File: src/rtl/core/tdpt_pkg.sv
// tdpt_pkg: shared types for the trial division prime test
`timescale 1ns / 1ps

package tdpt_pkg;

   // command from the sequencer to the shared divider
   typedef struct packed {
      logic start;
   } tdpt_div_ctrl_type;

   // report from the shared divider back to the sequencer
   typedef struct packed {
      logic busy;
      logic done;
   } tdpt_div_status_type;

endpackage

File: src/rtl/core/tdpt_divider.sv
// tdpt_divider: shared unsigned restoring divider, one quotient bit per cycle
`timescale 1ns / 1ps

module tdpt_divider #(
   parameter int WIDTH = 32
) (
   input  logic                            clock,
   input  logic                            reset,
   input  tdpt_pkg::tdpt_div_ctrl_type     ctrl,
   input  logic [WIDTH-1:0]                dividend,
   input  logic [WIDTH-1:0]                divisor,
   output tdpt_pkg::tdpt_div_status_type   status,
   output logic [WIDTH-1:0]                quotient,
   output logic [WIDTH-1:0]                remainder
);
   import tdpt_pkg::*;

   localparam int CNT_W = $clog2(WIDTH + 1);

   typedef enum logic {
      DIV_IDLE,
      DIV_RUN
   } div_state_type;

   div_state_type      state_ff;
   logic [CNT_W-1:0]   cnt_ff;
   logic [WIDTH-1:0]   rem_ff;
   logic [WIDTH-1:0]   quo_ff;
   logic [WIDTH-1:0]   div_ff;
   logic               done_ff;

   logic [WIDTH:0]     partial;
   logic [WIDTH:0]     diff;
   logic [WIDTH-1:0]   rem_in;
   logic [WIDTH-1:0]   quo_in;

   // one restoring step: shift in the next dividend bit, try to subtract
   always_comb begin
      partial = {rem_ff, quo_ff[WIDTH-1]};
      diff    = partial - {1'b0, div_ff};
      if (!diff[WIDTH]) begin
         rem_in = diff[WIDTH-1:0];
         quo_in = {quo_ff[WIDTH-2:0], 1'b1};
      end else begin
         rem_in = partial[WIDTH-1:0];
         quo_in = {quo_ff[WIDTH-2:0], 1'b0};
      end
   end

   // sequencing of the steps
   always_ff @(posedge clock) begin
      if (reset) begin
         state_ff <= DIV_IDLE;
         cnt_ff   <= '0;
         done_ff  <= 1'b0;
      end else begin
         done_ff <= 1'b0;
         unique case (state_ff)
            DIV_IDLE: begin
               if (ctrl.start) begin
                  rem_ff   <= '0;
                  quo_ff   <= dividend;
                  div_ff   <= divisor;
                  cnt_ff   <= CNT_W'(WIDTH);
                  state_ff <= DIV_RUN;
               end
            end
            DIV_RUN: begin
               rem_ff <= rem_in;
               quo_ff <= quo_in;
               cnt_ff <= cnt_ff - 1'b1;
               if (cnt_ff == CNT_W'(1)) begin
                  done_ff  <= 1'b1;
                  state_ff <= DIV_IDLE;
               end
            end
            default: state_ff <= DIV_IDLE;
         endcase
      end
   end

   assign status.busy = (state_ff == DIV_RUN);
   assign status.done = done_ff;
   assign quotient    = quo_ff;
   assign remainder   = rem_ff;

endmodule

File: config.mk
export PLATFORM = sky130hd
export DESIGN_NAME = tdpt_divider
export DESIGN_NICKNAME = d
export VERILOG_FILES = /design/src/rtl/core/tdpt_pkg.sv /design/src/rtl/core/tdpt_divider.sv
export SDC_FILE = /design/constraint.sdc
export NUM_CORES = 1
export LEC_CHECK = 0
export ABC_AREA = 0
export BUFFER_PORTS_ARGS = -buffer_cell sky130_fd_sc_hd__buf_2
export CAP_MARGIN = 20
export CORE_MARGIN = 2
export CORE_UTILIZATION = 45
export CTS_BUF_LIST = sky130_fd_sc_hd__clkbuf_16
export CTS_CLUSTER_DIAMETER = 80
export DETAILED_ROUTE_END_ITERATION = 6
export PLACE_DENSITY_LB_ADDON = 0.05
export SYNTH_ARGS = -nofsm -noshare
export SYNTH_HDL_FRONTEND = slang
export SYNTH_SLANG_ARGS = --single-unit
File: constraint.sdc
create_clock -name clock -period 3.4 [get_ports clock]
set_input_delay 0.17 -clock clock [delete_from_list [all_inputs] [get_ports clock]]
set_output_delay 0.17 -clock clock [all_outputs]
set_load 0.01 [all_outputs]
Yosys cells after proc, flatten, opt, wreduce, memory -nomap -nowiden
Cells that the tools add are included.

word-level totals
  input port bits = 67
  register bits = 104

operators by class
  reductions and logical operators = 3
  equal/unequal tests = 2
  bitwise operators = 2
  add/subtract/negate cells = 2
  multiplexer cells = 12

operators by type and width
  cell                                                 count
  case mux 32 bit (2 select lines)                     2
  two-way mux 32 bit                                   3
  subtractor 33 x 32 -> 33 bit                         1
  case mux 6 bit (2 select lines)                      1
  equality test 6 x 1 -> 1 bit, second input constant  1
  two-way mux 6 bit                                    1
  subtractor 6 x 1 -> 6 bit, second input constant     1
  two-way mux 1 bit                                    4
  AND reduction 3 bit                                  1
  inequality test 2 bit, second input constant         1
  inverter 1 bit                                       2
  case mux 1 bit (2 select lines)                      1
  AND reduction 2 bit                                  1
  OR reduction 2 bit                                   1

Depth between registers and ports, before layout
  depth after elaboration = 3
  depth in mapped cells = 13
  gate-level depth less buffers = 12

Worst setup path before layout
OpenSTA, ideal clock, no wires.

  kind = register -> register
  from = reg state_ff
  to = reg quo_ff[0], in the netlist quotient[0] (enable)
  stages on the path, launching flop included = 3
  required time = 2912 ps
  arrival time = 3179 ps
  library setup time = 488 ps
  path slack = -266 ps
  path buffers = 0
  path through = dfxtp_1 nor2_1 nor2_1

between the ends
  word-level cells in the longest chain between the ends = 3

ends and longest elaborated chain
  what                             RTL line            text
  start: declaration               tdpt_divider.sv:25  div_state_type state_ff;
  start signal: assignment         tdpt_divider.sv:53  state_ff <= DIV_IDLE;
  start signal: assignment         tdpt_divider.sv:65  state_ff <= DIV_RUN;
  start signal: assignment         tdpt_divider.sv:74  state_ff <= DIV_IDLE;
  inverter 1 bit (no line)         -
  inequality test 2 bit (no line)  -
  AND reduction 2 bit (no line)    -
  end signal: assignment           tdpt_divider.sv:62  quo_ff <= dividend;
  end signal: assignment           tdpt_divider.sv:70  quo_ff <= quo_in;
  end: declaration                 tdpt_divider.sv:28  logic [WIDTH-1:0] quo_ff;

No other way between the ends.
A chain may end at the register's enable or synchronous reset.

Final worst setup path
  from = reg quo_ff[31], in the netlist quotient[31]
  to = reg rem_ff[30], in the netlist remainder[30], data pin

between the ends
  word-level cells in the longest chain between the ends = 3

ends and longest elaborated chain
  what                              RTL line            text
  subtractor 33 x 32 -> 33 bit      tdpt_divider.sv:40  diff = partial - {1'b0, div_ff};
  two-way mux 32 bit                tdpt_divider.sv:41  if (!diff[WIDTH]) begin
  case mux 32 bit (2 select lines)  tdpt_divider.sv:58  unique case (state_ff)
  end signal: assignment            tdpt_divider.sv:69  rem_ff <= rem_in;
  end: declaration                  tdpt_divider.sv:27  logic [WIDTH-1:0] rem_ff;

No other way between the ends.

==> impl_metrics.env <==
export IMPL_status="completed"
export IMPL_synth_compound_area_share_pct=14.40
export IMPL_synth_top_family_by_area="compound AO/OA/AOI/OAI gates"
export IMPL_setup_viol=0
export IMPL_netlist_top_cells_area="edfxtp_1 (47%), ha_1 (7.0%), mux2_2 (5.7%)"
export IMPL_die_area_um2=14550
export IMPL_final_cells=869
export IMPL_grt_overflow=0
export IMPL_p_seq_share_pct=45.6
export IMPL_leakagePower_nw=3.183
export IMPL_finalCriticalPeriod_ns=3.124
export IMPL_post_cts_resized=0
export IMPL_cap_violations=0
export IMPL_hold_path_class="in2reg"
export IMPL_reg2reg_depth=12
export IMPL_syn_area_per_cell_um2=11.52
export IMPL_post_cts_buffers=0
export IMPL_rows=42
export IMPL_insertion_delay_ns=0.36
export IMPL_avgViaCountPerCell=5.262
export IMPL_routed_wirelength_mm=13.80
export IMPL_synth_adder_area_share_pct=7.280
export IMPL_whs_path_depth=2
export IMPL_area_growth_pct=23.27
export IMPL_max_slew_margin_pct=44.01
export IMPL_finalCoreUtilization_pct=56.95
export IMPL_synth_area_leader_cell="edfxtp_1"
export IMPL_die_x_um=120.6
export IMPL_arrival_ns=3.22
export IMPL_rrSetupSlack_ns=0.28
export IMPL_start_util_pct=46.20
export IMPL_clkPwrFrac_pct=28.3
export IMPL_powerDensity_nw_per_um2=456.3
export IMPL_synthCells=531
export IMPL_cp_max_fo=4
export IMPL_switching_share_pct=29.83
export IMPL_die_h_um=120.6
export IMPL_slew_viol_final=0
export IMPL_fin_worst_skew_ns=0.01151
export IMPL_coreArea_um2=13240
export IMPL_fillers=1187
export IMPL_start_kind="flip-flop"
export IMPL_synth_cell_type_count=66
export IMPL_grt_max_degree=52
export IMPL_yosysSeqAreaShare_pct=49.73
export IMPL_worstReg2RegStart="quotient[31]"
export IMPL_synth_edff_count=96
export IMPL_drc=0
export IMPL_yosysWarningCount=0
export IMPL_rsz0062_at_grt="false"
export IMPL_worst_pin_slew_ns=0.8389
export IMPL_cts_tree="done"
export IMPL_routedWlPerCell_um=15.87
export IMPL_p_comb_share_pct=26.1
export IMPL_synthMuxAreaShare_pct=9.632
export IMPL_placedCellCount=821
export IMPL_synth_fp_nets=633
export IMPL_pin_count=133
export IMPL_worstReg2RegEnd="remainder[30]"
export IMPL_async_flop_share_pct=0
export IMPL_crit_path_end="remainder[30]"
export IMPL_gp_congestion=0.8819
export IMPL_synth_simple_gate_area_share_pct=9.693
export IMPL_tns_ns=0
export IMPL_drive_gt1_share_pct=30.16
export IMPL_place_ws_ns=0.2702
export IMPL_dpl_cell_area_um2=6954
export IMPL_htree_levels=3
export IMPL_ant_nets=0
export IMPL_track_usage_pct=19.93
export IMPL_first_pass_iters=4
export IMPL_switchingPower_mw=1.027
export IMPL_yosys_register_bits=104
export IMPL_finalHoldViolations=0
export IMPL_ir_drop_mv=0.3579
export IMPL_clockBufferDepth=2
export IMPL_synth_xor_area_share_pct=4.172
export IMPL_synthFlopType="edfxtp_1"
export IMPL_path_clk_slew_ns=0.07
export IMPL_yosys_area_top_type_share_pct=47.12
export IMPL_design_area_um2=7542
export IMPL_grt_pass1_vias=4711
export IMPL_antenna_found_initial=0
export IMPL_crit_start="quotient[31]"
export IMPL_cts_buffers=9
export IMPL_vias=4573
export IMPL_period_share_pct=91.89
export IMPL_final_nets=790
export IMPL_drt_iter0_drc=202
export IMPL_root_buffer="clkbuf_16"
export IMPL_fmax_mhz=320.1
export IMPL_num_antenna_cells=0
export IMPL_crit_required_ns=3.50
export IMPL_syn_area_um2=6118
export IMPL_endpoint_kind="flip-flop"
export IMPL_p_int_mw=2.415
export IMPL_hpwl_mm=9.886
export IMPL_grt_pass1_wl_mm=22.94
export IMPL_clock_sinks=104
export IMPL_timing_final_ws_setup_ns=0.2759
export IMPL_portBuffers=132
export IMPL_crit_type="reg2reg"
## final cells by class
type                            count  area [um2]  share of cell area, %
Tap cell                          176       220.2                  2.920
Sequential cell                   104        3044                  40.36
Clock buffer                        9       225.2                  2.986
Inverter                           45       168.9                  2.240
Timing Repair Buffer              171        1059                  14.03
Multi-Input combinational cell    357        2783                  36.89
Clock inverter                      7       42.54                 0.5640
## sequential cells by signal, summed over array words and instances (netlist names)
signal and flops:
cnt_ff 6, div_ff 32, done_ff 1, remainder 32, quotient 32, state_ff 1
## logic make-up after synthesis
family	count (synthesis)
DFF	104
xor gates and xnor gates	27
buffers and inverters	70
AOI/OAI and AO/OA	119
adders and majority gates	35
and+or+nand+nor	121
muxes	55
## synthesized netlist by cell type (5+ instances only)
| library cell | count |
|---|---|
| edfxtp_1 | 96 |
| inv_1 | 45 |
| nor2_1 | 41 |
| ha_1 | 34 |
| mux2_2 | 31 |
| a21oi_1 | 27 |
| mux2i_1 | 24 |
| nand2_1 | 24 |
| o21ai_0 | 16 |
| xnor2_1 | 14 |
| clkbuf_1 | 12 |
| xor2_1 | 12 |
| a21o_1 | 11 |
| dfxtp_1 | 8 |
| nand2b_1 | 8 |
| nand3_1 | 8 |
| nand4_1 | 8 |
| nor3_1 | 8 |
| a211oi_1 | 6 |
| and3_1 | 6 |
| a31oi_1 | 5 |
| nor2b_1 | 5 |
| o21ai_1 | 5 |
## cells in the final DEF (no fill, tap or decap), types with 16 or more instances in the layout
master,synthesis,layout
inv_1,45,47
buf_2,0,132
edfxtp_1,96,96
a21oi_1,27,27
mux2i_1,24,24
dlygate4sd3_1,1,32
mux2_2,31,31
nand2_1,24,24
o21ai_0,16,16
ha_1,34,34
nor2_1,41,40
## critical path, stage by stage (launching register included)
cell       delay, ns
edfxtp_1        0.37
inv_1           0.05
ha_1            0.21
fa_1            0.41
nor2b_2         0.17
o2111ai_2       0.16
a31oi_4         0.26
a21boi_2        0.13
a31o_2          0.30
o21ai_1         0.30
nor4_1          0.10
nor3_1          0.28
o22ai_1         0.12
## through the flow
stage | power, mW | hold slack [ns]
after CTS | 3.483 | 0.09453
final | 3.442 | 0.1114
after detailed placement | 2.471 | 0.3483
after global routing | 3.631 | 0.09791
after floorplan | 2.232 | 0.2689
after global placement | 2.456 | 0.3460
## per-layer routing
metal / GRT usage, % / vias up / routed length, um
met5: 0 / - / 0
met4: 5.233 / 0 / 176
met3: 6.509 / 14 / 805
met2: 33.86 / 130 / 6772
met1: 24.38 / 2166 / 6040
li1: - / 2263 / -
## power groups by stage
stage                     clock [mW]  sequential (mW)  combinational (mW)
after floorplan                    0             1.62               0.617
after global placement             0             1.60               0.858
after detailed placement           0             1.60               0.872
after CTS                       1.01             1.57               0.905
after global routing            1.05             1.58                1.00
final                          0.972             1.57               0.899
## worst min path at each step
stage	startpoint	endpoint	slack, ns
floorplan	divisor[0]	div_ff[0]	0.27
global placement	divisor[22]	div_ff[22]	0.35
detailed placement	divisor[26]	div_ff[26]	0.35
CTS	dividend[21]	quotient[21]	0.09
global route	dividend[21]	quotient[21]	0.1
finish	dividend[21]	quotient[21]	0.11
## what timing repair did
item | CTS | global route
setup endpoints to repair | 0 | 0
hold buffers | 32 | 0
hold endpoints to repair | 32 | 0
Note: power is estimated with default switching activity, not from simulation.
